`config.mk`:
```
export PLATFORM = sky130hd
export DESIGN_NAME = vhmnn_cfg
export DESIGN_NICKNAME = d
export VERILOG_FILES = /design/src/sv/assert_macros.svh /design/src/sv/vhmnn_pkg.sv /design/src/sv/vhmnn_cfg.sv
export SDC_FILE = /design/constraint.sdc
export NUM_CORES = 1
export LEC_CHECK = 0
export BUFFER_PORTS_ARGS = -buffer_cell sky130_fd_sc_hd__buf_2
export CAP_MARGIN = 20
export CORE_MARGIN = 2
export CORE_UTILIZATION = 40
export CTS_CLUSTER_SIZE = 30
export DETAILED_ROUTE_END_ITERATION = 8
export PLACE_DENSITY = 0.72
export SLEW_MARGIN = 20
export SYNTH_ARGS = -nofsm -noshare
export SYNTH_HDL_FRONTEND = slang
export SYNTH_SLANG_ARGS = --single-unit
```
`constraint.sdc`:
```
create_clock -name clk -period 1.2 [get_ports clk]
set_clock_uncertainty 0.15 [all_clocks]
set_input_delay 0.12 -clock clk [delete_from_list [all_inputs] [get_ports clk]]
set_output_delay 0.12 -clock clk [all_outputs]
set_load 0.01 [all_outputs]
```
`src/sv/assert_macros.svh`:
```
// ============================================================================
// Assertion macros
// Shared concurrent assertion forms for the voxel mesh node numbering block.
// ============================================================================
`ifndef ASSERT_MACROS_SVH
`define ASSERT_MACROS_SVH

`ifndef SYNTH

// Same-cycle implication, disabled while reset is low.
`define ASSERT_IMP(name, clk, rst_n, ante, cons, msg) \
    name: assert property (@(posedge clk) disable iff (!rst_n) (ante) |-> (cons)) \
        else $error(msg);

// Next-cycle implication, disabled while reset is low.
`define ASSERT_NEXT(name, clk, rst_n, ante, cons, msg) \
    name: assert property (@(posedge clk) disable iff (!rst_n) (ante) |=> (cons)) \
        else $error(msg);

`else

`define ASSERT_IMP(name, clk, rst_n, ante, cons, msg)
`define ASSERT_NEXT(name, clk, rst_n, ante, cons, msg)

`endif

`endif

```
`src/sv/vhmnn_pkg.sv`:
```
// ============================================================================
// vhmnn_pkg
// Types and fixed constants of the voxel hexahedral mesh node numbering block.
// ============================================================================
package vhmnn_pkg;

    // Node table depth. It is a power of two, so the node index wraps by
    // dropping its upper bits.
    localparam int NODE_DEPTH = 262144;

    // Field widths
    localparam int POS_W      = 6;
    localparam int MAT_W      = 8;
    localparam int CORNER_W   = 3;
    localparam int ID_W       = 18;
    localparam int COORD_W    = 38;
    localparam int SPC_W      = 32;
    localparam int GRID_W     = POS_W + 1;
    localparam int PROD_W     = GRID_W + SPC_W;
    localparam int PLANE_W    = 13;
    localparam int RAW_IDX_W  = 19;
    localparam int APB_ADDR_W = 5;
    localparam int APB_DATA_W = 32;
    localparam int REG_IDX_W  = 3;

    // Reset values
    localparam logic [POS_W-1:0]   MAX_DIM        = 6'd63;
    localparam logic [POS_W-1:0]   X_START_RESET  = 6'd0;
    localparam logic [POS_W-1:0]   X_COUNT_RESET  = 6'd63;
    localparam logic [SPC_W-1:0]   SPACING_RESET  = 32'h0001_0000;
    localparam logic [PLANE_W-1:0] PLANE_RESET    =
        PLANE_W'((int'(MAX_DIM) + 1) * (int'(MAX_DIM) + 1));

    // Register indexes
    localparam logic [REG_IDX_W-1:0] REG_DIM_X     = 3'd0;
    localparam logic [REG_IDX_W-1:0] REG_DIM_Y     = 3'd1;
    localparam logic [REG_IDX_W-1:0] REG_DIM_Z     = 3'd2;
    localparam logic [REG_IDX_W-1:0] REG_X_START   = 3'd3;
    localparam logic [REG_IDX_W-1:0] REG_X_COUNT   = 3'd4;
    localparam logic [REG_IDX_W-1:0] REG_SPACING_X = 3'd5;
    localparam logic [REG_IDX_W-1:0] REG_SPACING_Y = 3'd6;
    localparam logic [REG_IDX_W-1:0] REG_SPACING_Z = 3'd7;

    // Corner offsets of the hexahedral cell, one bit per corner number.
    localparam logic [7:0] OFF_X_MASK = 8'b0110_0110;
    localparam logic [7:0] OFF_Y_MASK = 8'b1100_1100;
    localparam logic [7:0] OFF_Z_MASK = 8'b1111_0000;
    localparam logic [CORNER_W-1:0] LAST_CORNER = 3'd7;

    typedef struct packed {
        logic [POS_W-1:0] dim_x;
        logic [POS_W-1:0] dim_y;
        logic [POS_W-1:0] dim_z;
        logic [POS_W-1:0] x_start;
        logic [POS_W-1:0] x_count;
        logic [SPC_W-1:0] spacing_x;
        logic [SPC_W-1:0] spacing_y;
        logic [SPC_W-1:0] spacing_z;
    } cfg_t;

    typedef struct packed {
        logic             valid;
        logic [POS_W-1:0] x_start;
    } restart_t;

    typedef struct packed {
        logic            valid;
        logic [ID_W-1:0] id;
    } node_entry_t;

    typedef struct packed {
        logic [RAW_IDX_W-1:0] raw_idx;
        logic [CORNER_W-1:0]  corner;
        logic [MAT_W-1:0]     material;
        logic [PROD_W-1:0]    prod_x;
        logic [PROD_W-1:0]    prod_y;
        logic [PROD_W-1:0]    prod_z;
    } corner_req_t;

    typedef struct packed {
        logic        valid;
        corner_req_t req;
    } issue_t;

endpackage

```
`src/sv/vhmnn_cfg.sv`:
```
// ============================================================================
// vhmnn_cfg
// APB register file: grid dimensions, slab range and voxel spacing.
// ============================================================================
module vhmnn_cfg import vhmnn_pkg::*; (
    input  logic                  clk,
    input  logic                  rst_n,
    input  logic                  psel,
    input  logic                  penable,
    input  logic                  pwrite,
    input  logic [APB_ADDR_W-1:0] paddr,
    input  logic [APB_DATA_W-1:0] pwdata,
    output logic [APB_DATA_W-1:0] prdata,
    output logic                  pready,
    output cfg_t                  cfg,
    output restart_t              restart
);

    cfg_t                 cfg_reg;
    cfg_t                 cfg_next;
    logic                 wr;
    logic [REG_IDX_W-1:0] idx;

    assign wr     = psel && penable && pwrite;
    assign idx    = paddr[APB_ADDR_W-1:2];
    assign pready = 1'b1;
    assign cfg    = cfg_reg;

    // A write to x_start also rewinds the scan position.
    assign restart.valid   = wr && (idx == REG_X_START);
    assign restart.x_start = pwdata[POS_W-1:0];

    // Register write decode.
    always_comb
    begin
        cfg_next = cfg_reg;
        if (wr)
        begin
            case (idx)
                REG_DIM_X:     cfg_next.dim_x     = pwdata[POS_W-1:0];
                REG_DIM_Y:     cfg_next.dim_y     = pwdata[POS_W-1:0];
                REG_DIM_Z:     cfg_next.dim_z     = pwdata[POS_W-1:0];
                REG_X_START:   cfg_next.x_start   = pwdata[POS_W-1:0];
                REG_X_COUNT:   cfg_next.x_count   = pwdata[POS_W-1:0];
                REG_SPACING_X: cfg_next.spacing_x = pwdata[SPC_W-1:0];
                REG_SPACING_Y: cfg_next.spacing_y = pwdata[SPC_W-1:0];
                REG_SPACING_Z: cfg_next.spacing_z = pwdata[SPC_W-1:0];
                default:       cfg_next = cfg_reg;
            endcase
        end
    end

    // Read mux.
    always_comb
    begin
        case (idx)
            REG_DIM_X:     prdata = APB_DATA_W'(cfg_reg.dim_x);
            REG_DIM_Y:     prdata = APB_DATA_W'(cfg_reg.dim_y);
            REG_DIM_Z:     prdata = APB_DATA_W'(cfg_reg.dim_z);
            REG_X_START:   prdata = APB_DATA_W'(cfg_reg.x_start);
            REG_X_COUNT:   prdata = APB_DATA_W'(cfg_reg.x_count);
            REG_SPACING_X: prdata = cfg_reg.spacing_x;
            REG_SPACING_Y: prdata = cfg_reg.spacing_y;
            REG_SPACING_Z: prdata = cfg_reg.spacing_z;
            default:       prdata = '0;
        endcase
    end

    always_ff @(posedge clk or negedge rst_n)
    begin
        if (!rst_n)
        begin
            cfg_reg.dim_x     <= MAX_DIM;
            cfg_reg.dim_y     <= MAX_DIM;
            cfg_reg.dim_z     <= MAX_DIM;
            cfg_reg.x_start   <= X_START_RESET;
            cfg_reg.x_count   <= X_COUNT_RESET;
            cfg_reg.spacing_x <= SPACING_RESET;
            cfg_reg.spacing_y <= SPACING_RESET;
            cfg_reg.spacing_z <= SPACING_RESET;
        end
        else
        begin
            cfg_reg <= cfg_next;
        end
    end

endmodule

```
======== Word-level counts from Yosys, hierarchy flattened ========
Cells that the tools add are included.
W data, S select, Z words.
operators by class
  eq/ne operators ......................... 7
  muxes and demuxes ....................... 1
  reductions and logical operators ........ 12
operators by type and width
  kind                  number
  $pmux W32 S8          1
  $reduce_and A2 Y1     8
  $eq A3 B3 Y1 const B  4
  $eq A3 B2 Y1 const B  2
  $eq A3 B1 Y1 const B  1
  $logic_and A1 B1 Y1   3
  $logic_not A3 Y1      1
storage, ports and cells
  bits in registers ....................... 126
  input port bits ......................... 42
  output and inout port bits .............. 166
  logic and storage cells ................. 28

======== Depth between registers and ports, before layout ========
  word-level depth ........................ 3
  mapped depth ............................ 6
  depth with buffers taken out ............ 4

======== Worst setup path before layout ========
Ideal clock, no wire load.
  path kind ............................... in2reg
  start ................................... in paddr[2]
  end ..................................... reg cfg_reg (netlist bit cfg[66])
  arrival time ............................ 1.164 ns
  required time ........................... 0.925 ns
  slack ................................... -0.239 ns
  cell stages on the path ................. 5
  path buffers ............................ 2
  cell sequence ........................... buf_2 nand2_2 nor2_2 buf_4 mux2_2
on the way
  longest elaborated chain between the ends .. 2
ends and longest elaborated chain
  element                             RTL line         source
  start, declared                     vhmnn_cfg.sv:11  input logic [APB_ADDR_W-1:0] paddr,
  $eq A3 B3 Y1                        vhmnn_cfg.sv:39  case (idx)
  $reduce_and A2 Y1 (no source line)  --
  end signal, assigned                vhmnn_cfg.sv:84  cfg_reg <= cfg_next;
  end, declared                       vhmnn_cfg.sv:19  cfg_t cfg_reg;
No other way between the ends.
A chain may end at the register's enable or synchronous reset.

======== Final worst setup path ========
  start ................................... reg cfg_reg (netlist bit cfg[111])
  end ..................................... out prdata[3]
on the way
  longest elaborated chain between the ends .. 1
ends and longest elaborated chain
  element        RTL line         source
  $pmux W32 S8   vhmnn_cfg.sv:56  case (idx)
  end, declared  vhmnn_cfg.sv:13  output logic [APB_DATA_W-1:0] prdata,
No other way between the ends.

==> reports/summary.txt <==
share of cells above drive strength 1: 74.62%
num rows: 44
status: finished with violations
synth unique cells: 29
routed wire length: 25200 µm
initial antenna violation count: 0
Core ar.: 14480 µm²
CTS buffer count: 17
YS warnings: 0
final setup fails: 237
final period utilization: 154.2%
post-route core utilization: 79.01%
Worst Path Max Fanout: 2
Worst Path Required: 930 ps
P&R area growth vs syn: 93.71%
Die Span X: 125.5 µm
RSZ-0062 raised after global routing: yes
synthesized area per cell: 13.70 µm²
Seq/Total Area, Yosys: 53.96%
share of synthesized registers carrying an async set or reset: 100.0%
Hold Violations, Final: 0
# IOs: 208
VDD IR-drop max: 1140 µV
grt ovf: 0
vias after detailed routing: 5704
final count of pins violating max slew: 0
input/output buffers: 204
Initial Util: 40.79%
EDFF count, synth: 0
most frequent cells in the layout: buf_6, mux2_4, dfrtp_1
synthesized netlist net count: 473
Antenna Violating Nets Remaining: 0
failing checks: negative setup slack
CTS tree: done
Tmin final: 1850 ps
CTS Buffer Depth: 2
nets@finish: 892
number of H-tree levels: 4
Setup CP Type: flop to output port
RR Startpoint: cfg[28]$_DFFE_PN0P_
CTS root buf: clkbuf_16
dpl ws: -472.8 ps
1st-iter DRT viols: 321
Power Dens Cells: 1589 nW/µm²
Crit. End Element: output port
vias per cell: 5.448
DR pass1 iterations: 5
worst setup margin: -650.2 ps
Critical path origin: cfg[111]$_DFFE_PN1P_
Synth Cell Area: 5906 µm²
Top FF cell, synth: dfrtp_1
max reg flops: 126
vias in the first global route: 5854
max cap viols: 0
first-pass GRT wire length: 33960 µm
fmax: 0.5405 GHz
post-DR wirelength/cell: 24.07 µm
Cells after Synth: 431
GRT Total Usage: 27.95%
Worst EP arrival: 1580 ps
Synth Register Bits: 126
clock sink count: 126
detailed placer's ending HPWL: 12800 µm
P_leak: 5.520 nW
worst skew pair latency: 400 ps
worst hold path class: primary input to async pin
gpl congestion: 0.8019
Die ar.: 15750 µm²
DRC viols: 0
most common cell after layout, fill and taps aside: buf_6
Die Y-Extent: 125.5 µm
crit start category: flop
CTS clock-pin slew for the worst setup and hold paths: 60 ps
largest net degree at the start of global routing: 58
ANT cells: 0
==> routing by layer <==
| metal | track usage, % | wire length [µm] | vias up |
|---|---|---|---|
| met4 | 8.627 | 634 | 0 |
| met1 | 34.04 | 9591 | 2930 |
| met2 | 48.62 | 13280 | 305 |
| met5 | 0 | 0 | - |
| met3 | 7.274 | 1693 | 57 |
| li1 | - | - | 2412 |
==> timing repair <==
action	CTS	global route
hold buffers	34	0
setup buffers	39	81
hold endpoints to repair	252	0
cloned	2	8
resized for setup	253	114
setup endpoints to repair	200	252
pin swaps	15	15
==> power breakdown <==
group / internal (W) / switching (W)
Sequential: 0.00523 / 0.000772
Clock: 0.00299 / 0.00184
Combinational: 0.00465 / 0.00270
==> path summary, 6_finish.rpt <==
check / to / slack [ps] / cells after the start
worst max-delay path: prdata[3] / -650 / 5
worst min-delay path: cfg[16]$_DFFE_PN1P_ / 100 / 2
worst max register to register: cfg[28]$_DFFE_PN0P_ / -70 / 4
worst min register to register: cfg[54]$_DFFE_PN0P_ / 410 / 1
max in group asynchronous: cfg[12]$_DFFE_PN0P_ / 320 / 3
min in group clk: restart[2] / 290 / 2
==> critical path, stage by stage (launching register included) <==
cell and delay [ps]:
dfstp_2 530, nor2b_4 140, o21ai_2 50, a21oi_1 140
o32a_1 170, buf_2 130
==> metrics by stage <==
step	instances	power, W	cell area (µm²)	setup TNS (ps)	hold slack, ps
after floorplan	431	0.007829	6160	-18370	-325.6
after global placement	912	0.01024	8314	-56410	-167.8
after detailed placement	912	0.01041	8314	-61850	-163.4
after CTS	992	0.01702	10550	-34080	88.87
after global routing	1047	0.01881	11440	-42790	108.5
final	1047	0.01818	11440	-35550	100.7
==> synth_stat cells, types with 3 or more instances <==
cell type,n,area [µm²]
buf_2,8,40.04
a211oi_1,5,37.54
o22a_1,5,43.79
buf_4,14,105.1
dfrtp_1,99,2477
o22ai_1,5,31.28
nor2_2,3,18.77
nand2b_1,3,18.77
nand2_1,3,11.26
mux2_1,10,112.6
mux2_2,141,1588
nor2b_1,29,181.4
or3_1,3,18.77
buf_1,3,11.26
nor2_1,9,33.78
dfstp_2,27,709.4
a22oi_1,26,195.2
clkbuf_1,11,41.29
mux2i_1,16,160.2
==> kinds of logic after synthesis <==
family / count (synthesis) / share of synthesized area [%]
buffers and inverters: 37 / 3.411
flip-flops: 126 / 53.96
multiplexers: 167 / 31.50
AND/OR/NAND/NOR: 53 / 5.148
AO/OA/AOI/OAI: 47 / 5.911
other: 1 / 0.06350
==> layout make-up <==
cell class,instances,area [µm²]
repair buffers,436,4330
flip-flops and latches,126,3187
multi-input cells,268,3141
fillers,755,3039
clock buffers,25,485.5
well taps,184,230.2
clock inverters,7,62.56
inverters,1,3.754
Power figures use the tool's default switching activity.
