**src/sv/assert_macros.svh**
```systemverilog
// ============================================================================
// Assertion macros
// Shared concurrent assertion forms for the voxel mesh node numbering block.
// ============================================================================
`ifndef ASSERT_MACROS_SVH
`define ASSERT_MACROS_SVH

`ifndef SYNTH

// Same-cycle implication, disabled while reset is low.
`define ASSERT_IMP(name, clk, rst_n, ante, cons, msg) \
    name: assert property (@(posedge clk) disable iff (!rst_n) (ante) |-> (cons)) \
        else $error(msg);

// Next-cycle implication, disabled while reset is low.
`define ASSERT_NEXT(name, clk, rst_n, ante, cons, msg) \
    name: assert property (@(posedge clk) disable iff (!rst_n) (ante) |=> (cons)) \
        else $error(msg);

`else

`define ASSERT_IMP(name, clk, rst_n, ante, cons, msg)
`define ASSERT_NEXT(name, clk, rst_n, ante, cons, msg)

`endif

`endif

```
**src/sv/vhmnn_pkg.sv**
```systemverilog
// ============================================================================
// vhmnn_pkg
// Types and fixed constants of the voxel hexahedral mesh node numbering block.
// ============================================================================
package vhmnn_pkg;

    // Node table depth. It is a power of two, so the node index wraps by
    // dropping its upper bits.
    localparam int NODE_DEPTH = 262144;

    // Field widths
    localparam int POS_W      = 6;
    localparam int MAT_W      = 8;
    localparam int CORNER_W   = 3;
    localparam int ID_W       = 18;
    localparam int COORD_W    = 38;
    localparam int SPC_W      = 32;
    localparam int GRID_W     = POS_W + 1;
    localparam int PROD_W     = GRID_W + SPC_W;
    localparam int PLANE_W    = 13;
    localparam int RAW_IDX_W  = 19;
    localparam int APB_ADDR_W = 5;
    localparam int APB_DATA_W = 32;
    localparam int REG_IDX_W  = 3;

    // Reset values
    localparam logic [POS_W-1:0]   MAX_DIM        = 6'd63;
    localparam logic [POS_W-1:0]   X_START_RESET  = 6'd0;
    localparam logic [POS_W-1:0]   X_COUNT_RESET  = 6'd63;
    localparam logic [SPC_W-1:0]   SPACING_RESET  = 32'h0001_0000;
    localparam logic [PLANE_W-1:0] PLANE_RESET    =
        PLANE_W'((int'(MAX_DIM) + 1) * (int'(MAX_DIM) + 1));

    // Register indexes
    localparam logic [REG_IDX_W-1:0] REG_DIM_X     = 3'd0;
    localparam logic [REG_IDX_W-1:0] REG_DIM_Y     = 3'd1;
    localparam logic [REG_IDX_W-1:0] REG_DIM_Z     = 3'd2;
    localparam logic [REG_IDX_W-1:0] REG_X_START   = 3'd3;
    localparam logic [REG_IDX_W-1:0] REG_X_COUNT   = 3'd4;
    localparam logic [REG_IDX_W-1:0] REG_SPACING_X = 3'd5;
    localparam logic [REG_IDX_W-1:0] REG_SPACING_Y = 3'd6;
    localparam logic [REG_IDX_W-1:0] REG_SPACING_Z = 3'd7;

    // Corner offsets of the hexahedral cell, one bit per corner number.
    localparam logic [7:0] OFF_X_MASK = 8'b0110_0110;
    localparam logic [7:0] OFF_Y_MASK = 8'b1100_1100;
    localparam logic [7:0] OFF_Z_MASK = 8'b1111_0000;
    localparam logic [CORNER_W-1:0] LAST_CORNER = 3'd7;

    typedef struct packed {
        logic [POS_W-1:0] dim_x;
        logic [POS_W-1:0] dim_y;
        logic [POS_W-1:0] dim_z;
        logic [POS_W-1:0] x_start;
        logic [POS_W-1:0] x_count;
        logic [SPC_W-1:0] spacing_x;
        logic [SPC_W-1:0] spacing_y;
        logic [SPC_W-1:0] spacing_z;
    } cfg_t;

    typedef struct packed {
        logic             valid;
        logic [POS_W-1:0] x_start;
    } restart_t;

    typedef struct packed {
        logic            valid;
        logic [ID_W-1:0] id;
    } node_entry_t;

    typedef struct packed {
        logic [RAW_IDX_W-1:0] raw_idx;
        logic [CORNER_W-1:0]  corner;
        logic [MAT_W-1:0]     material;
        logic [PROD_W-1:0]    prod_x;
        logic [PROD_W-1:0]    prod_y;
        logic [PROD_W-1:0]    prod_z;
    } corner_req_t;

    typedef struct packed {
        logic        valid;
        corner_req_t req;
    } issue_t;

endpackage

```
**src/sv/vhmnn_in_if.sv**
```systemverilog
// ============================================================================
// vhmnn_in_if
// Voxel input channel: one material byte per word.
// ============================================================================
interface vhmnn_in_if import vhmnn_pkg::*; ();

    logic             valid;
    logic             ready;
    logic [MAT_W-1:0] voxel_material;

    modport source (output valid, output voxel_material, input ready);
    modport sink   (input valid, input voxel_material, output ready);

endinterface

```
**src/sv/vhmnn_scan.sv**
```systemverilog
// ============================================================================
// vhmnn_scan
// Voxel scan control: tracks the raster position, takes voxel words and
// steps through the eight corners of a filled voxel, forming each corner's
// node table index and its scaled coordinates.
// ============================================================================
module vhmnn_scan import vhmnn_pkg::*; (
    input  logic           clk,
    input  logic           rst_n,
    input  cfg_t           cfg,
    input  restart_t       restart,
    input  logic           clear_done,
    vhmnn_in_if.sink       voxels,
    output issue_t         issue,
    input  logic           take
);

    localparam logic [1:0] ST_IDLE  = 2'd0;
    localparam logic [1:0] ST_BASE  = 2'd1;
    localparam logic [1:0] ST_ISSUE = 2'd2;

    logic [1:0]           state_reg,  state_next;
    logic [POS_W-1:0]     pos_x_reg,  pos_x_next;
    logic [POS_W-1:0]     pos_y_reg,  pos_y_next;
    logic [POS_W-1:0]     pos_z_reg,  pos_z_next;
    logic                 done_reg,   done_next;
    logic [CORNER_W-1:0]  corner_reg, corner_next;
    logic [POS_W-1:0]     cell_x_reg, cell_x_next;
    logic [POS_W-1:0]     cell_y_reg, cell_y_next;
    logic [POS_W-1:0]     cell_z_reg, cell_z_next;
    logic [MAT_W-1:0]     mat_reg,    mat_next;
    logic [RAW_IDX_W-1:0] base_reg,   base_next;
    logic [PLANE_W-1:0]   plane_reg,  plane_next;

    logic [GRID_W-1:0]    slab_sum;
    logic [GRID_W-1:0]    slab_end;
    logic [GRID_W-1:0]    nzn;
    logic [GRID_W-1:0]    nyn;
    logic [POS_W-1:0]     z_inc;
    logic [POS_W-1:0]     y_inc;
    logic [POS_W-1:0]     x_inc;
    logic                 accept;
    logic                 in_slab;
    logic                 ox;
    logic                 oy;
    logic                 oz;
    logic [GRID_W-1:0]    gx;
    logic [GRID_W-1:0]    gy;
    logic [GRID_W-1:0]    gz;

    // Slab end is the smaller of x_start + x_count and dim_x.
    assign slab_sum = GRID_W'(cfg.x_start) + GRID_W'(cfg.x_count);
    assign slab_end = (slab_sum > GRID_W'(cfg.dim_x)) ? GRID_W'(cfg.dim_x) : slab_sum;
    assign nzn      = GRID_W'(cfg.dim_z) + 1'b1;
    assign nyn      = GRID_W'(cfg.dim_y) + 1'b1;
    assign z_inc    = pos_z_reg + 1'b1;
    assign y_inc    = pos_y_reg + 1'b1;
    assign x_inc    = pos_x_reg + 1'b1;
    assign in_slab  = GRID_W'(pos_x_reg) < slab_end;

    assign voxels.ready = (state_reg == ST_IDLE) && clear_done;
    assign accept       = voxels.valid && voxels.ready;

    // Nodes per x plane follows the y and z dimensions.
    assign plane_next = PLANE_W'(PLANE_W'(nzn) * PLANE_W'(nyn));

    // Sequencer and raster position.
    always_comb
    begin
        state_next  = state_reg;
        pos_x_next  = pos_x_reg;
        pos_y_next  = pos_y_reg;
        pos_z_next  = pos_z_reg;
        done_next   = done_reg;
        corner_next = corner_reg;
        cell_x_next = cell_x_reg;
        cell_y_next = cell_y_reg;
        cell_z_next = cell_z_reg;
        mat_next    = mat_reg;
        base_next   = base_reg;
        case (state_reg)
            ST_IDLE:
            begin
                if (accept && !done_reg)
                begin
                    if (!in_slab)
                    begin
                        done_next = 1'b1;
                    end
                    else
                    begin
                        if (voxels.voxel_material != '0)
                        begin
                            cell_x_next = pos_x_reg;
                            cell_y_next = pos_y_reg;
                            cell_z_next = pos_z_reg;
                            mat_next    = voxels.voxel_material;
                            state_next  = ST_BASE;
                        end
                        // Advance z, then y, then x.
                        pos_z_next = z_inc;
                        if (z_inc >= cfg.dim_z)
                        begin
                            pos_z_next = '0;
                            pos_y_next = y_inc;
                            if (y_inc >= cfg.dim_y)
                            begin
                                pos_y_next = '0;
                                pos_x_next = x_inc;
                                if (GRID_W'(x_inc) >= slab_end)
                                begin
                                    done_next = 1'b1;
                                end
                            end
                        end
                    end
                end
            end
            ST_BASE:
            begin
                base_next = RAW_IDX_W'(cell_x_reg) * RAW_IDX_W'(plane_reg)
                          + RAW_IDX_W'(cell_y_reg) * RAW_IDX_W'(nzn)
                          + RAW_IDX_W'(cell_z_reg);
                corner_next = '0;
                state_next  = ST_ISSUE;
            end
            ST_ISSUE:
            begin
                if (take)
                begin
                    corner_next = corner_reg + 1'b1;
                    if (corner_reg == LAST_CORNER)
                    begin
                        state_next = ST_IDLE;
                    end
                end
            end
            default:
            begin
                state_next = ST_IDLE;
            end
        endcase
        if (restart.valid)
        begin
            pos_x_next = restart.x_start;
            pos_y_next = '0;
            pos_z_next = '0;
            done_next  = 1'b0;
        end
    end

    // Corner index and scaled coordinates for the corner being issued.
    assign ox = OFF_X_MASK[corner_reg];
    assign oy = OFF_Y_MASK[corner_reg];
    assign oz = OFF_Z_MASK[corner_reg];
    assign gx = GRID_W'(cell_x_reg) + GRID_W'(ox);
    assign gy = GRID_W'(cell_y_reg) + GRID_W'(oy);
    assign gz = GRID_W'(cell_z_reg) + GRID_W'(oz);

    always_comb
    begin
        issue.valid        = (state_reg == ST_ISSUE);
        issue.req.raw_idx  = base_reg
                           + (ox ? RAW_IDX_W'(plane_reg) : '0)
                           + (oy ? RAW_IDX_W'(nzn) : '0)
                           + RAW_IDX_W'(oz);
        issue.req.corner   = corner_reg;
        issue.req.material = mat_reg;
        issue.req.prod_x   = PROD_W'(gx) * PROD_W'(cfg.spacing_x);
        issue.req.prod_y   = PROD_W'(gy) * PROD_W'(cfg.spacing_y);
        issue.req.prod_z   = PROD_W'(gz) * PROD_W'(cfg.spacing_z);
    end

    always_ff @(posedge clk)
    begin
        cell_x_reg <= cell_x_next;
        cell_y_reg <= cell_y_next;
        cell_z_reg <= cell_z_next;
        mat_reg    <= mat_next;
        base_reg   <= base_next;
    end

    always_ff @(posedge clk or negedge rst_n)
    begin
        if (!rst_n)
        begin
            state_reg  <= ST_IDLE;
            pos_x_reg  <= X_START_RESET;
            pos_y_reg  <= '0;
            pos_z_reg  <= '0;
            done_reg   <= 1'b0;
            corner_reg <= '0;
            plane_reg  <= PLANE_RESET;
        end
        else
        begin
            state_reg  <= state_next;
            pos_x_reg  <= pos_x_next;
            pos_y_reg  <= pos_y_next;
            pos_z_reg  <= pos_z_next;
            done_reg   <= done_next;
            corner_reg <= corner_next;
            plane_reg  <= plane_next;
        end
    end

endmodule

```
**src/flat_wrapper.sv**
```systemverilog
// flat-port wrapper written by rule: the top's interface ports become plain ports
module vhmnn_scan_flat import vhmnn_pkg::*;
  (clk, rst_n, cfg, restart, clear_done, issue, take, voxels_valid, voxels_voxel_material, voxels_ready);
  vhmnn_in_if voxels_i ();
  input  logic clk;
  input  logic rst_n;
  input  cfg_t cfg;
  input  restart_t restart;
  input  logic clear_done;
  output issue_t issue;
  input  logic take;
  input wire logic [$bits(voxels_i.valid)-1:0] voxels_valid;
  input wire logic [$bits(voxels_i.voxel_material)-1:0] voxels_voxel_material;
  output wire logic [$bits(voxels_i.ready)-1:0] voxels_ready;
  assign voxels_i.valid = voxels_valid;
  assign voxels_i.voxel_material = voxels_voxel_material;
  assign voxels_ready = voxels_i.ready;
  vhmnn_scan u_core (.clk(clk), .rst_n(rst_n), .cfg(cfg), .restart(restart), .clear_done(clear_done), .voxels(voxels_i), .issue(issue), .take(take));
endmodule
```
**config.mk**
```make
export PLATFORM = sky130hd
export DESIGN_NAME = vhmnn_scan_flat
export DESIGN_NICKNAME = d
export VERILOG_FILES = /design/src/sv/assert_macros.svh /design/src/sv/vhmnn_pkg.sv /design/src/sv/vhmnn_in_if.sv /design/src/sv/vhmnn_scan.sv /design/src/flat_wrapper.sv
export SDC_FILE = /design/constraint.sdc
export NUM_CORES = 2
export LEC_CHECK = 0
export ABC_AREA = 1
export BUFFER_PORTS_ARGS = -buffer_cell sky130_fd_sc_hd__buf_2
export CAP_MARGIN = 20
export CORE_ASPECT_RATIO = 0.9
export CORE_MARGIN = 4
export CORE_UTILIZATION = 45
export DETAILED_ROUTE_END_ITERATION = 7
export PLACE_DENSITY_LB_ADDON = 0.15
export SETUP_SLACK_MARGIN = 0.2
export SLEW_MARGIN = 0
export SYNTH_ARGS = -nofsm -noshare
export SYNTH_HDL_FRONTEND = slang
export SYNTH_SLANG_ARGS = --single-unit
export TNS_END_PERCENT = 100
```
**constraint.sdc**
```tcl
create_clock -name clk -period 5.2 [get_ports clk]
set_input_delay 0 -clock clk [delete_from_list [all_inputs] [get_ports clk]]
set_output_delay 0 -clock clk [all_outputs]
set_load 0.01 [all_outputs]
```
; Yosys cells after proc, flatten, opt, wreduce, memory -nomap -nowiden
; Memory sizes are Yosys's and may differ from the RTL's.
; Cells that the tools add are included.
[op_classes]
n_addsub = 15
n_mul = 6
magnitude_cmp = 6
n_eq_ne = 11
mux = 38
n_reduce_logical = 19
[ops]
columns = operator, count
row1 = $mul A7 B32 Y39, 3
row2 = $mux W6, 17
row3 = $add A19 B19 Y19, 2
row4 = $add A6 B1 Y7, 3
row5 = $add A19 B1 Y19, 1
row6 = $add A19 B13 Y19, 1
row7 = $add A19 B6 Y19, 1
row8 = $mul A6 B13 Y19, 1
row9 = $add A6 B1 Y6 const B, 3
row10 = $reduce_and A5 Y1, 3
row11 = $add A6 B1 Y7 const B, 2
row12 = $mux W7, 2
row13 = $mul A6 B7 Y13, 1
row14 = $mul A7 B7 Y13, 1
row15 = $mux W13, 1
row16 = $ge A6 B6 Y1, 2
row17 = $reduce_bool A2 Y1, 6
row18 = $mux W1, 10
row19 = $mux W2, 5
row20 = $ne A3 B3 Y1 const B, 3
row21 = $reduce_and A4 Y1, 2
row22 = $reduce_bool A8 Y1, 1
row23 = $add A6 B6 Y7, 1
row24 = $ge A6 B7 Y1, 1
row25 = other kinds (17), 22
[totals]
ff_bits = 82
mem_bits_ro = 24
inputBits = 146
wordCells = 110
n_memories = 3
[memory_table]
columns = memory, words, width, read_ports, rd_ports_with_merged_regs, wr, line
row1 = (name not given), 8, 1, 1, 0, 0, vhmnn_scan.sv:153  ; assign ox = OFF_X_MASK[corner_reg];
row2 = (name not given), 8, 1, 1, 0, 0, vhmnn_scan.sv:154  ; assign oy = OFF_Y_MASK[corner_reg];
row3 = (name not given), 8, 1, 1, 0, 0, vhmnn_scan.sv:155  ; assign oz = OFF_Z_MASK[corner_reg];

; Longest topological paths before layout
[depth]
ltp_word = 11
ltp_mapped = 29

; Worst setup path after synthesis
; Ideal clock, no wire load.
[synth_path]
kind = reg2out
start = reg u_core.corner_reg[0]
end = out issue[116] (netlist bit)
arrival_time_ps = 5086
required_time_ps = 5200
slack_ps = 114
stages_incl_launch_ff = 26
path_cell_list = dfrtp_1 ha_1 ha_1 ha_1 xor2_1 inv_1 buf_2 buf_2 nor2_1 fa_1 fa_1 fa_1 inv_1 fa_1 inv_1 ha_1 nand2_1 inv_1 nand2_1 nor2_1 nand4_1 nand3_1 nand2_1 nand2_1 nand2_1 nand2_1
[synth_rtl]
columns = item, line
row1 = "start, declared", vhmnn_scan.sv:27  ; logic [CORNER_W-1:0] corner_reg, corner_next;
row2 = "start signal, assigned", vhmnn_scan.sv:202  ; corner_reg <= corner_next;
row3 = "end, declared", flat_wrapper.sv:10  ; output issue_t issue;

==> summary.txt <==
Setup path
  – Kind of start point of the critical path: flop
  – Worst Setup End Kind: primary output
  – CP max stage delay: ~0.53 ns
  – Register-to-register setup slack: ~0.35 ns
  – Worst r2r src: u_core.cell_x_reg[0]$_DFFE_PP_
  – Critical Path RT: approximately 5.2 ns
  – Crit path launch: u_core.corner_reg[1]$_DFFE_PN0P_
  – Arrival time at the worst endpoint: 5.57 ns
  – Slowest CP cell: fa_1
  – WS Path Type: reg2out
  – Critical Path Fanout Max: 5

Route
  – DR pass1 iterations: 5
  – Vias/cell: around 5.0
  – Starting DRT DRC Count: approximately 1.8k
  – Antenna Nets Post-Route: 0
  – DRC Markers: 0
  – Routed WL per cell: about 16 um
  – Total Wirelength: approximately 100000 um
  – Via count: approximately 32k

Job
  – Max_cap viols: 0

Yosys
  – Count leader, synth: nand2_1
  – Post-synth EDFFs: 45
  – Net Count, Synth: between 5k and 6k
  – Yosys reg bits: a little over 80
  – Top post-synthesis cells by count: 1302 x nand2_1, 1240 x inv_1, 645 x nor2_1, 570 x fa_1, 335 x ha_1
  – Avg Inst Size Synth: 6.980 um2
  – Ranking of synthesized cells by area: fa_1 33%, nand2_1 14%, inv_1 14%
  – Mapped cell area: roughly 0.034 mm2
  – Seq/Total Area, Yosys: under 10%
  – Yosys warns: 0
  – FFs w/ async S/R, synth: between 40% and 50%
  – Synth Flop Type: edfxtp_1
  – Share of the synthesized area in the top cell type: 33.43%
  – Post-Syn Instances: 4891
  – Synth area leader: fa_1
  – Library cells used by synthesis: 46

Outcome
  – Status: finished with violations
  – Violated checks: setup timing

Clock tree
  – Clk slew on worst S/H paths: ~0.07 ns
  – Worst skew pair latency: about 0.36 ns
  – Clk buf depth: 2
  – CTS tree: done
  – H-tree levels: 3
  – Root Buffer Master: clkbuf_16
  – Sinks on Clock Net: slightly above 80
  – Total CTS buffers: 9

Timing
  – Maximum clock rate: between 150 and 200 MHz
  – Max-slew headroom: between 20% and 30%
  – Post-route minimum period: 5.574 ns
  – Final period utilization: 107.2%
  – Slack of the critical path: -0.3738 ns
  – Unrepaired setup endpoints after global routing: true
  – Skew final: 0.01044 ns
  – Setup violators final: 80
  – Max-slew violation count: 0
  – Worst-margin pin slew: ~1.2 ns
  – Hold Fails Final Rpt: 0
  – Setup TNS: -14.06 ns

Global routing
  – GRT overflow: 0
  – GRT Overall Usage: ~25%
  – First-pass GRT wire length: roughly 170000 um
  – Largest net degree at the start of global routing: 38
  – Number of global-route vias before repair: 32.33k
  – Antenna violations before repair: 11

Cells and area
  – Max reg flops: 19
  – Synth-to-Final Area Change: 32.22%
  – Multi-input gate area: 0.03164 mm2
  – Fin area: approximately 0.045 mm2
  – Final nets: roughly 6.5k
  – Fill count: 6796
  – FF+latch area: 0.002278 mm2
  – Share of cells above drive strength 1: between 20 and 30%

Hold path
  – HP Start: cfg[108]
  – Worst Hold Class: in2reg

Placed design
  – Placed inst area: between 0.03 and 0.04 mm2
  – RePlAce Congestion: between 0.9 and 1
  – IO Port Bufs: between 200 and 300
  – DP HPWL: between 80000 and 90000 um

Floorplan
  – Width of the die: about 300 um
  – I/O pin count: approximately 300
  – Die Span Y: around 270 um
  – Core box area: between 0.07 and 0.08 mm2
  – Starting Density: around 46%
  – Row cnt: between 90 and 100
  – Die ar.: 0.08034 mm2
## layer usage
metal / up-vias / part of all wire (%) / GRT usage [%] / wire length (um)
met1: 15920 / 44 / 34.97 / 46630
li1: 15509 / - / - / -
met5: - / 0 / 0 / 0
met2: 851 / 48 / 42.31 / 49960
met4: 0 / 2.8 / 5.799 / 2965
met3: 169 / 5.1 / 2.317 / 5345
## critical path: cells and delay by family (launching register included)
family / cells / cell delay [ns]
adders and majority gates: 7 / 2.77
buffers and inverters: 8 / 0.85
and+or+nand+nor: 14 / 1.15
DFF: 1 / 0.42
## area by class of cell
class | instances | share of cell area, %
Antenna cell | 10 | 0.05544
Clock buffer | 11 | 0.5627
Clock inverter | 5 | 0.09702
Inverter | 1248 | 10.56
Multi-Input combinational cell | 3493 | 70.10
Sequential cell | 82 | 5.048
Tap cell | 970 | 2.689
Timing Repair Buffer | 631 | 10.89
## path summary, 6_finish.rpt
path                                                        end  depth (start not counted)
worst max-delay path                                 issue[109]                         29
worst min-delay path              u_core.plane_reg[0]$_DFF_PN0_                          3
worst max register to register    u_core.base_reg[16]$_DFFE_PP_                         20
worst min register to register      u_core.done_reg$_DFFE_PN0P_                          2
max in group asynchronous        u_core.plane_reg[11]$_DFF_PN0_                          2
min in group asynchronous       u_core.pos_y_reg[4]$_DFFE_PN0P_                          2
## repair_timing
action / 4_1_cts / 5_1_grt
setup buffers: 17 / 71
cloned: 6 / 6
setup endpoints to repair: 101 / 110
hold buffers: 17 / 0
pin swaps: 127 / 332
resized for setup: 471 / 893
hold endpoints to repair: 55 / 0
## kinds of logic after synthesis
| family | after synthesis | share of synthesized area, % |
|---|---|---|
| DFF | 82 | 6.674 |
| buffers and inverters | 1316 | 14.67 |
| adders and majority gates | 905 | 45.70 |
| xor gates and xnor gates | 118 | 3.027 |
| AOI/OAI and AO/OA | 265 | 4.318 |
| muxes | 3 | 0.08797 |
| and+or+nand+nor | 2202 | 25.52 |
## placed cells by master (no fill, tap or decap), drive strengths merged, types with 3 or more instances in the layout
| master | n |
|---|---|
| ha | 335 |
| a21o | 8 |
| xor2 | 96 |
| o21a | 6 |
| nand2 | 1315 |
| dfrtp | 36 |
| or2 | 4 |
| nand2b | 3 |
| o21ai | 74 |
| nand3b | 7 |
| clkinv | 3 |
| nand4 | 29 |
| fa | 570 |
| nand3 | 152 |
| nor3 | 30 |
| dlygate4sd3 | 17 |
| buf | 608 |
| a31o | 4 |
| clkbuf | 17 |
| a21oi | 147 |
| o21bai | 15 |
| diode | 10 |
| mux2i | 3 |
| nor4 | 4 |
| nor2 | 656 |
| xnor2 | 22 |
| a31oi | 7 |
| edfxtp | 45 |
| inv | 1248 |
## stage by stage
stage | hold slack [ns] | worst slack [ns] | util [%] | cells
after floorplan | -0.2956 | 0.2314 | - | 4891
after global placement | 0.1985 | -0.09022 | 51.25 | 6306
after detailed placement | 0.1927 | -0.1447 | 51.25 | 6306
after CTS | 0.07794 | -0.2839 | 54.90 | 6362
after global routing | 0.1094 | -0.5979 | 60.27 | 6448
final | 0.09737 | -0.3738 | 60.27 | 6450
Power is left out: the tool's default activity adds up to more than one toggle a clock period on the data nets, which glitch-free logic cannot reach.
