===== config.mk =====
export PLATFORM = sky130hd
export DESIGN_NAME = vhmnn_emit_flat
export DESIGN_NICKNAME = d
export VERILOG_FILES = /design/src/sv/vhmnn_pkg.sv /design/src/sv/vhmnn_out_if.sv /design/src/sv/vhmnn_emit.sv /design/src/flat_wrapper.sv
export VERILOG_INCLUDE_DIRS = /design/src /design/src/sv
export SDC_FILE = /design/constraint.sdc
export NUM_CORES = 1
export LEC_CHECK = 0
export BUFFER_PORTS_ARGS = -buffer_cell sky130_fd_sc_hd__buf_2
export CAP_MARGIN = 10
export CELL_PAD_IN_SITES_DETAIL_PLACEMENT = 0
export CELL_PAD_IN_SITES_GLOBAL_PLACEMENT = 2
export CORE_MARGIN = 1.5
export CORE_UTILIZATION = 34
export DETAILED_ROUTE_END_ITERATION = 6
export HOLD_SLACK_MARGIN = 0.06
export PLACE_DENSITY_LB_ADDON = 0.05
export SYNTH_ARGS = -nofsm -noshare
export SYNTH_HDL_FRONTEND = slang
export SYNTH_SLANG_ARGS = --single-unit

===== constraint.sdc =====
create_clock -name clk -period 8.4 [get_ports clk]
set_clock_uncertainty 0.1 [all_clocks]
set_input_delay 1.26 -clock clk [delete_from_list [all_inputs] [get_ports clk]]
set_output_delay 1.26 -clock clk [all_outputs]
set_load 0.05 [all_outputs]

===== src/sv/assert_macros.svh =====
// ============================================================================
// Assertion macros
// Shared concurrent assertion forms for the voxel mesh node numbering block.
// ============================================================================
`ifndef ASSERT_MACROS_SVH
`define ASSERT_MACROS_SVH

`ifndef SYNTH

// Same-cycle implication, disabled while reset is low.
`define ASSERT_IMP(name, clk, rst_n, ante, cons, msg) \
    name: assert property (@(posedge clk) disable iff (!rst_n) (ante) |-> (cons)) \
        else $error(msg);

// Next-cycle implication, disabled while reset is low.
`define ASSERT_NEXT(name, clk, rst_n, ante, cons, msg) \
    name: assert property (@(posedge clk) disable iff (!rst_n) (ante) |=> (cons)) \
        else $error(msg);

`else

`define ASSERT_IMP(name, clk, rst_n, ante, cons, msg)
`define ASSERT_NEXT(name, clk, rst_n, ante, cons, msg)

`endif

`endif


===== src/sv/vhmnn_pkg.sv =====
// ============================================================================
// vhmnn_pkg
// Types and fixed constants of the voxel hexahedral mesh node numbering block.
// ============================================================================
package vhmnn_pkg;

    // Node table depth. It is a power of two, so the node index wraps by
    // dropping its upper bits.
    localparam int NODE_DEPTH = 262144;

    // Field widths
    localparam int POS_W      = 6;
    localparam int MAT_W      = 8;
    localparam int CORNER_W   = 3;
    localparam int ID_W       = 18;
    localparam int COORD_W    = 38;
    localparam int SPC_W      = 32;
    localparam int GRID_W     = POS_W + 1;
    localparam int PROD_W     = GRID_W + SPC_W;
    localparam int PLANE_W    = 13;
    localparam int RAW_IDX_W  = 19;
    localparam int APB_ADDR_W = 5;
    localparam int APB_DATA_W = 32;
    localparam int REG_IDX_W  = 3;

    // Reset values
    localparam logic [POS_W-1:0]   MAX_DIM        = 6'd63;
    localparam logic [POS_W-1:0]   X_START_RESET  = 6'd0;
    localparam logic [POS_W-1:0]   X_COUNT_RESET  = 6'd63;
    localparam logic [SPC_W-1:0]   SPACING_RESET  = 32'h0001_0000;
    localparam logic [PLANE_W-1:0] PLANE_RESET    =
        PLANE_W'((int'(MAX_DIM) + 1) * (int'(MAX_DIM) + 1));

    // Register indexes
    localparam logic [REG_IDX_W-1:0] REG_DIM_X     = 3'd0;
    localparam logic [REG_IDX_W-1:0] REG_DIM_Y     = 3'd1;
    localparam logic [REG_IDX_W-1:0] REG_DIM_Z     = 3'd2;
    localparam logic [REG_IDX_W-1:0] REG_X_START   = 3'd3;
    localparam logic [REG_IDX_W-1:0] REG_X_COUNT   = 3'd4;
    localparam logic [REG_IDX_W-1:0] REG_SPACING_X = 3'd5;
    localparam logic [REG_IDX_W-1:0] REG_SPACING_Y = 3'd6;
    localparam logic [REG_IDX_W-1:0] REG_SPACING_Z = 3'd7;

    // Corner offsets of the hexahedral cell, one bit per corner number.
    localparam logic [7:0] OFF_X_MASK = 8'b0110_0110;
    localparam logic [7:0] OFF_Y_MASK = 8'b1100_1100;
    localparam logic [7:0] OFF_Z_MASK = 8'b1111_0000;
    localparam logic [CORNER_W-1:0] LAST_CORNER = 3'd7;

    typedef struct packed {
        logic [POS_W-1:0] dim_x;
        logic [POS_W-1:0] dim_y;
        logic [POS_W-1:0] dim_z;
        logic [POS_W-1:0] x_start;
        logic [POS_W-1:0] x_count;
        logic [SPC_W-1:0] spacing_x;
        logic [SPC_W-1:0] spacing_y;
        logic [SPC_W-1:0] spacing_z;
    } cfg_t;

    typedef struct packed {
        logic             valid;
        logic [POS_W-1:0] x_start;
    } restart_t;

    typedef struct packed {
        logic            valid;
        logic [ID_W-1:0] id;
    } node_entry_t;

    typedef struct packed {
        logic [RAW_IDX_W-1:0] raw_idx;
        logic [CORNER_W-1:0]  corner;
        logic [MAT_W-1:0]     material;
        logic [PROD_W-1:0]    prod_x;
        logic [PROD_W-1:0]    prod_y;
        logic [PROD_W-1:0]    prod_z;
    } corner_req_t;

    typedef struct packed {
        logic        valid;
        corner_req_t req;
    } issue_t;

endpackage


===== src/sv/vhmnn_out_if.sv =====
// ============================================================================
// vhmnn_out_if
// Corner output channel: one cell corner with its node id per word.
// ============================================================================
interface vhmnn_out_if import vhmnn_pkg::*; ();

    logic                valid;
    logic                ready;
    logic [CORNER_W-1:0] corner;
    logic [ID_W-1:0]     node_id;
    logic                node_new;
    logic [COORD_W-1:0]  coord_x;
    logic [COORD_W-1:0]  coord_y;
    logic [COORD_W-1:0]  coord_z;
    logic [MAT_W-1:0]    cell_material;
    logic                cell_last;

    modport source (
        output valid, output corner, output node_id, output node_new,
        output coord_x, output coord_y, output coord_z,
        output cell_material, output cell_last,
        input ready
    );
    modport sink (
        input valid, input corner, input node_id, input node_new,
        input coord_x, input coord_y, input coord_z,
        input cell_material, input cell_last,
        output ready
    );

endinterface


===== src/sv/vhmnn_emit.sv =====
// ============================================================================
// vhmnn_emit
// Lookup and emit stage: issues node table reads, resolves each corner as a
// known node or a new one, hands out dense ids, writes new entries back and
// holds the output word.
// ============================================================================
`include "assert_macros.svh"

module vhmnn_emit import vhmnn_pkg::*; (
    input  logic                          clk,
    input  logic                          rst_n,
    input  issue_t                        issue,
    output logic                          take,
    output logic                          rd_en,
    output logic [$clog2(NODE_DEPTH)-1:0] rd_addr,
    input  node_entry_t                   rd_data,
    output logic                          wr_en,
    output logic [$clog2(NODE_DEPTH)-1:0] wr_addr,
    output node_entry_t                   wr_data,
    vhmnn_out_if.source                   corners
);

    localparam int IDX_W = $clog2(NODE_DEPTH);
    localparam int EXT_W = (IDX_W > RAW_IDX_W) ? IDX_W : RAW_IDX_W;

    logic                s1_valid_reg,  s1_valid_next;
    corner_req_t         s1_req_reg,    s1_req_next;
    logic [ID_W-1:0]     next_id_reg,   next_id_next;
    logic                out_valid_reg, out_valid_next;
    logic [CORNER_W-1:0] out_corner_reg,  out_corner_next;
    logic [ID_W-1:0]     out_id_reg,      out_id_next;
    logic                out_new_reg,     out_new_next;
    logic [COORD_W-1:0]  out_coord_x_reg, out_coord_x_next;
    logic [COORD_W-1:0]  out_coord_y_reg, out_coord_y_next;
    logic [COORD_W-1:0]  out_coord_z_reg, out_coord_z_next;
    logic [MAT_W-1:0]    out_mat_reg,     out_mat_next;
    logic                out_last_reg,    out_last_next;

    logic                advance;
    logic                fresh;
    logic [EXT_W-1:0]    rd_ext;
    logic [EXT_W-1:0]    wr_ext;

    // Products above the Q22.16 range clip to full scale.
    function automatic logic [COORD_W-1:0] sat_coord(input logic [PROD_W-1:0] p);
        sat_coord = (|p[PROD_W-1:COORD_W]) ? '1 : p[COORD_W-1:0];
    endfunction

    // Pipeline handshake: the lookup stage moves when the output word is free.
    assign advance = s1_valid_reg && (!out_valid_reg || corners.ready);
    assign take    = !s1_valid_reg || advance;

    // Node index wraps at the table depth.
    assign rd_ext  = EXT_W'(issue.req.raw_idx);
    assign wr_ext  = EXT_W'(s1_req_reg.raw_idx);
    assign rd_en   = issue.valid && take;
    assign rd_addr = rd_ext[IDX_W-1:0];
    assign wr_addr = wr_ext[IDX_W-1:0];

    // A node not yet in the table takes the next dense id.
    assign fresh         = !rd_data.valid;
    assign wr_en         = advance && fresh;
    assign wr_data.valid = 1'b1;
    assign wr_data.id    = next_id_reg;
    assign next_id_next  = wr_en ? next_id_reg + 1'b1 : next_id_reg;

    assign s1_valid_next = take ? issue.valid : s1_valid_reg;
    assign s1_req_next   = rd_en ? issue.req : s1_req_reg;

    // Output word.
    always_comb
    begin
        out_valid_next   = out_valid_reg;
        out_corner_next  = out_corner_reg;
        out_id_next      = out_id_reg;
        out_new_next     = out_new_reg;
        out_coord_x_next = out_coord_x_reg;
        out_coord_y_next = out_coord_y_reg;
        out_coord_z_next = out_coord_z_reg;
        out_mat_next     = out_mat_reg;
        out_last_next    = out_last_reg;
        if (advance)
        begin
            out_valid_next   = 1'b1;
            out_corner_next  = s1_req_reg.corner;
            out_id_next      = fresh ? next_id_reg : rd_data.id;
            out_new_next     = fresh;
            out_coord_x_next = fresh ? sat_coord(s1_req_reg.prod_x) : '0;
            out_coord_y_next = fresh ? sat_coord(s1_req_reg.prod_y) : '0;
            out_coord_z_next = fresh ? sat_coord(s1_req_reg.prod_z) : '0;
            out_mat_next     = s1_req_reg.material;
            out_last_next    = (s1_req_reg.corner == LAST_CORNER);
        end
        else if (corners.ready)
        begin
            out_valid_next = 1'b0;
        end
    end

    assign corners.valid         = out_valid_reg;
    assign corners.corner        = out_corner_reg;
    assign corners.node_id       = out_id_reg;
    assign corners.node_new      = out_new_reg;
    assign corners.coord_x       = out_coord_x_reg;
    assign corners.coord_y       = out_coord_y_reg;
    assign corners.coord_z       = out_coord_z_reg;
    assign corners.cell_material = out_mat_reg;
    assign corners.cell_last     = out_last_reg;

    always_ff @(posedge clk)
    begin
        s1_req_reg      <= s1_req_next;
        out_corner_reg  <= out_corner_next;
        out_id_reg      <= out_id_next;
        out_new_reg     <= out_new_next;
        out_coord_x_reg <= out_coord_x_next;
        out_coord_y_reg <= out_coord_y_next;
        out_coord_z_reg <= out_coord_z_next;
        out_mat_reg     <= out_mat_next;
        out_last_reg    <= out_last_next;
    end

    always_ff @(posedge clk or negedge rst_n)
    begin
        if (!rst_n)
        begin
            s1_valid_reg  <= 1'b0;
            next_id_reg   <= '0;
            out_valid_reg <= 1'b0;
        end
        else
        begin
            s1_valid_reg  <= s1_valid_next;
            next_id_reg   <= next_id_next;
            out_valid_reg <= out_valid_next;
        end
    end

    `ASSERT_NEXT(a_id_step, clk, rst_n, advance && fresh, next_id_reg == ID_W'($past(next_id_reg) + 1'b1), "id not advanced for new node")
    `ASSERT_NEXT(a_id_hold, clk, rst_n, advance && !fresh, $stable(next_id_reg), "id advanced for known node")
    `ASSERT_IMP(a_old_zero, clk, rst_n, out_valid_reg && !out_new_reg, out_coord_x_reg == '0 && out_coord_y_reg == '0 && out_coord_z_reg == '0, "coordinates on known node")

endmodule


===== src/flat_wrapper.sv =====
// flat-port wrapper written by rule: the top's interface ports become plain ports
module vhmnn_emit_flat import vhmnn_pkg::*;
  (clk, rst_n, issue, take, rd_en, rd_addr, rd_data, wr_en, wr_addr, wr_data, corners_valid, corners_corner, corners_node_id, corners_node_new, corners_coord_x, corners_coord_y, corners_coord_z, corners_cell_material, corners_cell_last, corners_ready);
  vhmnn_out_if corners_i ();
  input  logic clk;
  input  logic rst_n;
  input  issue_t issue;
  output logic take;
  output logic rd_en;
  output logic [$clog2(NODE_DEPTH)-1:0] rd_addr;
  input  node_entry_t rd_data;
  output logic wr_en;
  output logic [$clog2(NODE_DEPTH)-1:0] wr_addr;
  output node_entry_t wr_data;
  output wire logic [$bits(corners_i.valid)-1:0] corners_valid;
  output wire logic [$bits(corners_i.corner)-1:0] corners_corner;
  output wire logic [$bits(corners_i.node_id)-1:0] corners_node_id;
  output wire logic [$bits(corners_i.node_new)-1:0] corners_node_new;
  output wire logic [$bits(corners_i.coord_x)-1:0] corners_coord_x;
  output wire logic [$bits(corners_i.coord_y)-1:0] corners_coord_y;
  output wire logic [$bits(corners_i.coord_z)-1:0] corners_coord_z;
  output wire logic [$bits(corners_i.cell_material)-1:0] corners_cell_material;
  output wire logic [$bits(corners_i.cell_last)-1:0] corners_cell_last;
  input wire logic [$bits(corners_i.ready)-1:0] corners_ready;
  assign corners_valid = corners_i.valid;
  assign corners_corner = corners_i.corner;
  assign corners_node_id = corners_i.node_id;
  assign corners_node_new = corners_i.node_new;
  assign corners_coord_x = corners_i.coord_x;
  assign corners_coord_y = corners_i.coord_y;
  assign corners_coord_z = corners_i.coord_z;
  assign corners_cell_material = corners_i.cell_material;
  assign corners_cell_last = corners_i.cell_last;
  assign corners_i.ready = corners_ready;
  vhmnn_emit u_core (.clk(clk), .rst_n(rst_n), .issue(issue), .take(take), .rd_en(rd_en), .rd_addr(rd_addr), .rd_data(rd_data), .wr_en(wr_en), .wr_addr(wr_addr), .wr_data(wr_data), .corners(corners_i));
endmodule

* Word level (Yosys, flattened, before mapping)
Cells that the tools add are included.
Storage, ports and cells: word-level logic and storage cells 34, bits in registers 311, input port bits 170, output and inout port bits 204
Cells by class: reduce and logical (&&, ||, !) cells 9, add/sub/neg operators 1, equal/unequal tests 1, muxes and demuxes 6
Operator list (count):
- two-way mux 38 bit | 3
- adder 18 x 1 -> 18 bit, second input constant | 1
- two-way mux 18 bit | 1
- == test 3 bit, second input constant | 1
- logical AND 1 bit | 3
- zero test 1 bit | 3
- logical OR 1 bit | 2
- two-way mux 1 bit | 2
- nonzero test 2 bit | 1

* Depth between registers and ports, before layout
word-level depth 5, depth in mapped cells 5, depth with buffers taken out 4

* Least setup slack after synthesis
No wires, ideal clock.
path type input-to-reg, start point input corners_ready, end point register u_core.out_last_reg (netlist: u_core.corners.cell_last), enable pin, arrival time 7346 ps, data required time 7649 ps, path slack 304 ps, library setup time 651 ps, path buffers 0, stages 2, cells stage by stage nor2b_1 > nor2_1
On the way: word-level cells in the longest chain between the ends 2
RTL lines:
- from (decl) | line flat_wrapper.sv:24 | input wire logic [$bits(corners_i.ready)-1:0] corners_ready;
- logical OR 1 bit | line vhmnn_emit.sv:50 | assign advance = s1_valid_reg && (!out_valid_reg || corners.ready);
- logical AND 1 bit | line vhmnn_emit.sv:50
- named net u_core.advance | line vhmnn_emit.sv:39 | logic advance;
- to (signal assigned) | line vhmnn_emit.sv:120 | out_last_reg <= out_last_next;
- to (decl) | line vhmnn_emit.sv:37 | logic out_last_reg, out_last_next;
The timed path passes the listed nets, and every way through them passes these cells. A chain may end at the register's enable or synchronous reset.

* Final worst setup path
start point input rd_data[18] (netlist name), end point output wr_en
On the way: word-level cells in the longest chain between the ends 2
RTL lines:
- from (decl) | line flat_wrapper.sv:11 | input node_entry_t rd_data;
- zero test 1 bit | line vhmnn_emit.sv:61 | assign fresh = !rd_data.valid;
- logical AND 1 bit | line vhmnn_emit.sv:62 | assign wr_en = advance && fresh;
- to (decl) | line flat_wrapper.sv:12 | output logic wr_en;
No other way between the ends.

==> implementation parameters <==
Parameter                              Value

Worst setup path
  Ordered list of cells on the worst path    buf_4, nor3_2, buf_2
  Critical Path Slowest Stage Cell    sky130_fd_sc_hd__nor3_2
  Setup crit start    rd_data[18]
  Cell depth of the worst setup path    3
  Maximum fanout along the worst path    65
  Crit path buf inv count    2
  CP top delay family    buffers and inverters
  Register-to-register setup slack    5.61 ns
  CP startpoint kind    input pin
  CP Capture Point    wr_en
  Kind of end point of the critical path    primary output
  Worst endpoint data arrival time    2.43 ns
  Start of the worst register-to-register path    u_core.corners.valid
  Slowest cell delay on critical path    0.52 ns
  Cell depth of the worst flop-to-flop path    5
  Endpoint of the lowest-slack register-to-register path    u_core.s1_req_reg[62]
  Path type of the worst setup path    in2out
  Data required time at the worst endpoint    7.04 ns

Logic synthesis
  Fraction of synthesis flops using an asynchronous set or reset pin    0.0643
  Synth Area in Compound Gates    0.000896
  Most frequent cells after synthesis    sky130_fd_sc_hd__edfxtp_1 (291), sky130_fd_sc_hd__nor2_1 (231), sky130_fd_sc_hd__buf_4 (37)
  Post-Syn Nets    861
  Leading post-synthesis cells by cell area    sky130_fd_sc_hd__edfxtp_1 (78%), sky130_fd_sc_hd__nor2_1 (7.8%), sky130_fd_sc_hd__dfrtp_1 (4.5%)
  Sequential share of the synthesized area    0.827
  Leading register cell type out of synthesis    sky130_fd_sc_hd__edfxtp_1
  Post-synthesis register bit count    311
  Post-synthesis instance area    0.0112 mm2
  Portion of netlist area occupied by mux cells    0.0171
  Most repeated cell in the gate-level netlist after synthesis    sky130_fd_sc_hd__edfxtp_1
  Yosys synthesis warning count    0
  Parity-gate share of the synthesized area counting xor and xnor cells    0.0133
  Post-synthesis cell type with the largest combined area    sky130_fd_sc_hd__edfxtp_1
  Average footprint of a synthesized cell    16.2 um2
  Dominant combinational cell family by area after synthesis    simple AND/OR/NAND/NOR gates
  Cell count after synthesis    690
  Number of flops mapped to enable cells by yosys    291
  Adder-cell share of the synthesized area    0.00112
  Area share of the largest cell type after synthesis    0.782
  Simple-gate portion of the synthesized area    0.103
  Count of different cell masters after synthesis    30

Clocking
  Buffer cell driving the clock tree root    sky130_fd_sc_hd__clkbuf_16
  Count of buffers added by post-CTS timing repair for setup    0
  CTS buffer count    36
  Clock net sink count    311
  Post-cts gate resize count    0
  Clock latency of the later-clocked register in the worst-skew pair    0.51 ns
  Clock slew seen by the registers of the worst setup and hold paths    0.06 ns
  Number of H-tree levels    2
  CTS tree    yes
  Quantity of hold-fixing buffers added after cts    0
  Max clock buf depth    3

Drt
  Antenna-violating nets left    0
  Number of vias per cell    4.23
  First-pass detailed-route iteration total    4
  Number of design rule violations left after detail routing    0
  Vias post-DR    6,426
  Number of DRC markers in iteration 0    267
  WL final    25,700 um
  Avg WL per Cell    16.9 um

STA
  Final Hold Fails    0
  Sum of negative setup slack    0 ns
  Final number of max-transition violations    0
  Slew at the pin with the worst max-slew slack    0.838 ns
  Tmin final    3.79 ns
  Setup repair after global routing missed its margin    false
  Peak clock frequency supported by timing    264 MHz
  Count of final setup violators    0
  Worst slew slack as a fraction of its limit    0.441
  Final cycle utilization of the critical path    0.451

Power
  Switching share of power    0.271
  VDD IR-drop max    0.168 mV
  LEAKAGE    5.92 nW
  Clock share of power    0.387
  Internal power contribution    2.91 mW
  Power per cell area    276 mW/mm2
  Part of the total power dissipated in sequential elements    0.473
  Proportion of power drawn by combinational gates    0.140
  Reported net switching power    1.08 mW

Placed design
  Final RePlAce weighted congestion    0.702
  HPWL after detailed placement    17,000 um
  Number of buffer cells added on primary ports    371

Floorplan
  Horizontal extent of the die    184 um
  Y dimension of the die    184 um
  Core box area    0.0325 mm2
  I/O pin cnt    374
  Initial standard-cell utilization of the core    0.344
  Number of rows in the core area    66
  Area enclosed by the die boundary    0.0340 mm2

Cells and area
  Utilization after layout    0.445
  Final Net Count    1,215
  Share of cells above drive strength 1    0.430
  P&R area growth vs syn    29.3%
  Fill cells    2,997
  Max FFs per register    128

GRT
  Gr usage total    0.150
  Number of antenna violations at the first check in global routing    9
  Wire length of the first global-routing pass    37,900 um
  Overflow left after global routing    0
  Largest net degree at the start of global routing    74
  Via count of the first global-routing pass    6,319

Run status
  Status    finished clean

Job
  Max-cap violation count    0

Min path
  Path class of the lowest-slack min-delay path    reg2reg
==> stage by stage <==
| step | cells | setup WS (ns) | area (um2) | hold slack, ns | power [mW] |
|---|---|---|---|---|---|
| floorplan | 690 | 0.304 | 11200 | 0.300 | 2.35 |
| global placement | 1448 | 4.51 | 13300 | 0.300 | 2.49 |
| detailed placement | 1448 | 4.51 | 13300 | 0.305 | 2.49 |
| CTS | 1513 | 4.51 | 14400 | 0.312 | 4.06 |
| global route | 1517 | 4.43 | 14400 | 0.325 | 4.16 |
| finish | 1520 | 4.61 | 14400 | 0.312 | 3.99 |
==> cell type report <==
type,instances,area [um2],share of cell area
antenna,7,17.5,0.00121
clock buffer,51,988,0.0684
inverter,4,15.0,0.00104
multi-input combinational,310,1520,0.105
clock inverter,14,178,0.0123
timing repair buffer,381,1930,0.134
tap,442,553,0.0383
sequential,311,9240,0.639
==> layout by cell type (no fill, tap or decap), types with 2 or more instances in the layout <==
cell	synthesis	routed
sky130_fd_sc_hd__xor2_1	12	12
sky130_fd_sc_hd__nor3_2	8	8
sky130_fd_sc_hd__dfrtp_1	20	20
sky130_fd_sc_hd__diode_2	0	7
sky130_fd_sc_hd__and4_1	2	2
sky130_fd_sc_hd__buf_2	12	370
sky130_fd_sc_hd__nand2_1	12	12
sky130_fd_sc_hd__o21ai_0	2	2
sky130_fd_sc_hd__buf_4	37	11
sky130_fd_sc_hd__inv_6	0	2
sky130_fd_sc_hd__mux2_2	17	17
sky130_fd_sc_hd__nor3_1	2	2
sky130_fd_sc_hd__nand2b_1	2	2
sky130_fd_sc_hd__nor2_1	231	230
sky130_fd_sc_hd__inv_1	4	4
sky130_fd_sc_hd__xnor2_1	5	5
sky130_fd_sc_hd__nand3_1	4	4
sky130_fd_sc_hd__clkbuf_1	13	13
sky130_fd_sc_hd__edfxtp_1	291	291
sky130_fd_sc_hd__clkinv_2	0	4
sky130_fd_sc_hd__nand4_1	2	2
sky130_fd_sc_hd__clkbuf_16	0	37
sky130_fd_sc_hd__clkinv_1	0	3
sky130_fd_sc_hd__bufinv_16	0	4
==> per-layer routing <==
| layer | part of all wire | track usage | vias up |
|---|---|---|---|
| li1 | - | - | 3105 |
| met1 | 0.39 | 0.173 | 2978 |
| met2 | 0.47 | 0.242 | 279 |
| met3 | 0.11 | 0.0660 | 58 |
| met4 | 0.032 | 0.0616 | 6 |
| met5 | 0.0014 | 0 | - |
==> worst reg2reg max path, cell delays in order, from the launching register on <==
cell                      delay (ns)
sky130_fd_sc_hd__dfrtp_1        0.39
sky130_fd_sc_hd__nor2b_1        0.19
sky130_fd_sc_hd__nand2_1        0.12
sky130_fd_sc_hd__and2_4         0.23
sky130_fd_sc_hd__buf_4          0.62
sky130_fd_sc_hd__buf_4          0.75
==> power groups by stage <==
stage	clock network [mW]	logic, mW	registers (mW)
2_1_floorplan	0	0.164	2.18
3_3_place_gp	0	0.568	1.92
3_5_place_dp	0	0.569	1.92
4_1_cts	1.60	0.569	1.89
5_1_grt	1.66	0.596	1.90
6_report	1.55	0.559	1.89
==> cells by family (layout without fill, tap and decap cells) <==
| family | after synthesis | in the layout |
|---|---|---|
| fa+ha+maj | 1 | 1 |
| other cells | 1 | 8 |
| compound gates | 2 | 2 |
| flops | 311 | 311 |
| simple gates | 272 | 272 |
| mux | 17 | 17 |
| xor+xnor | 17 | 17 |
| buf+inv | 69 | 450 |
==> how the worst min path moves through the flow <==
| stage | start | endpoint | slack (ns) | cells after the start |
|---|---|---|---|---|
| 6_report | u_core.s1_req_reg[117] | u_core.corners.cell_material[0] | 0.31 | 0 |
| 5_1_grt | u_core.s1_req_reg[120] | u_core.corners.cell_material[3] | 0.32 | 0 |
| 4_1_cts | u_core.s1_req_reg[121] | u_core.corners.cell_material[4] | 0.31 | 0 |
| 3_5_place_dp | u_core.s1_req_reg[120] | u_core.corners.cell_material[3] | 0.30 | 0 |
| 3_3_place_gp | u_core.s1_req_reg[119] | u_core.corners.cell_material[2] | 0.30 | 0 |
| 2_1_floorplan | u_core.s1_req_reg[117] | u_core.corners.cell_material[0] | 0.30 | 0 |
Power figures use the tool's default switching activity.
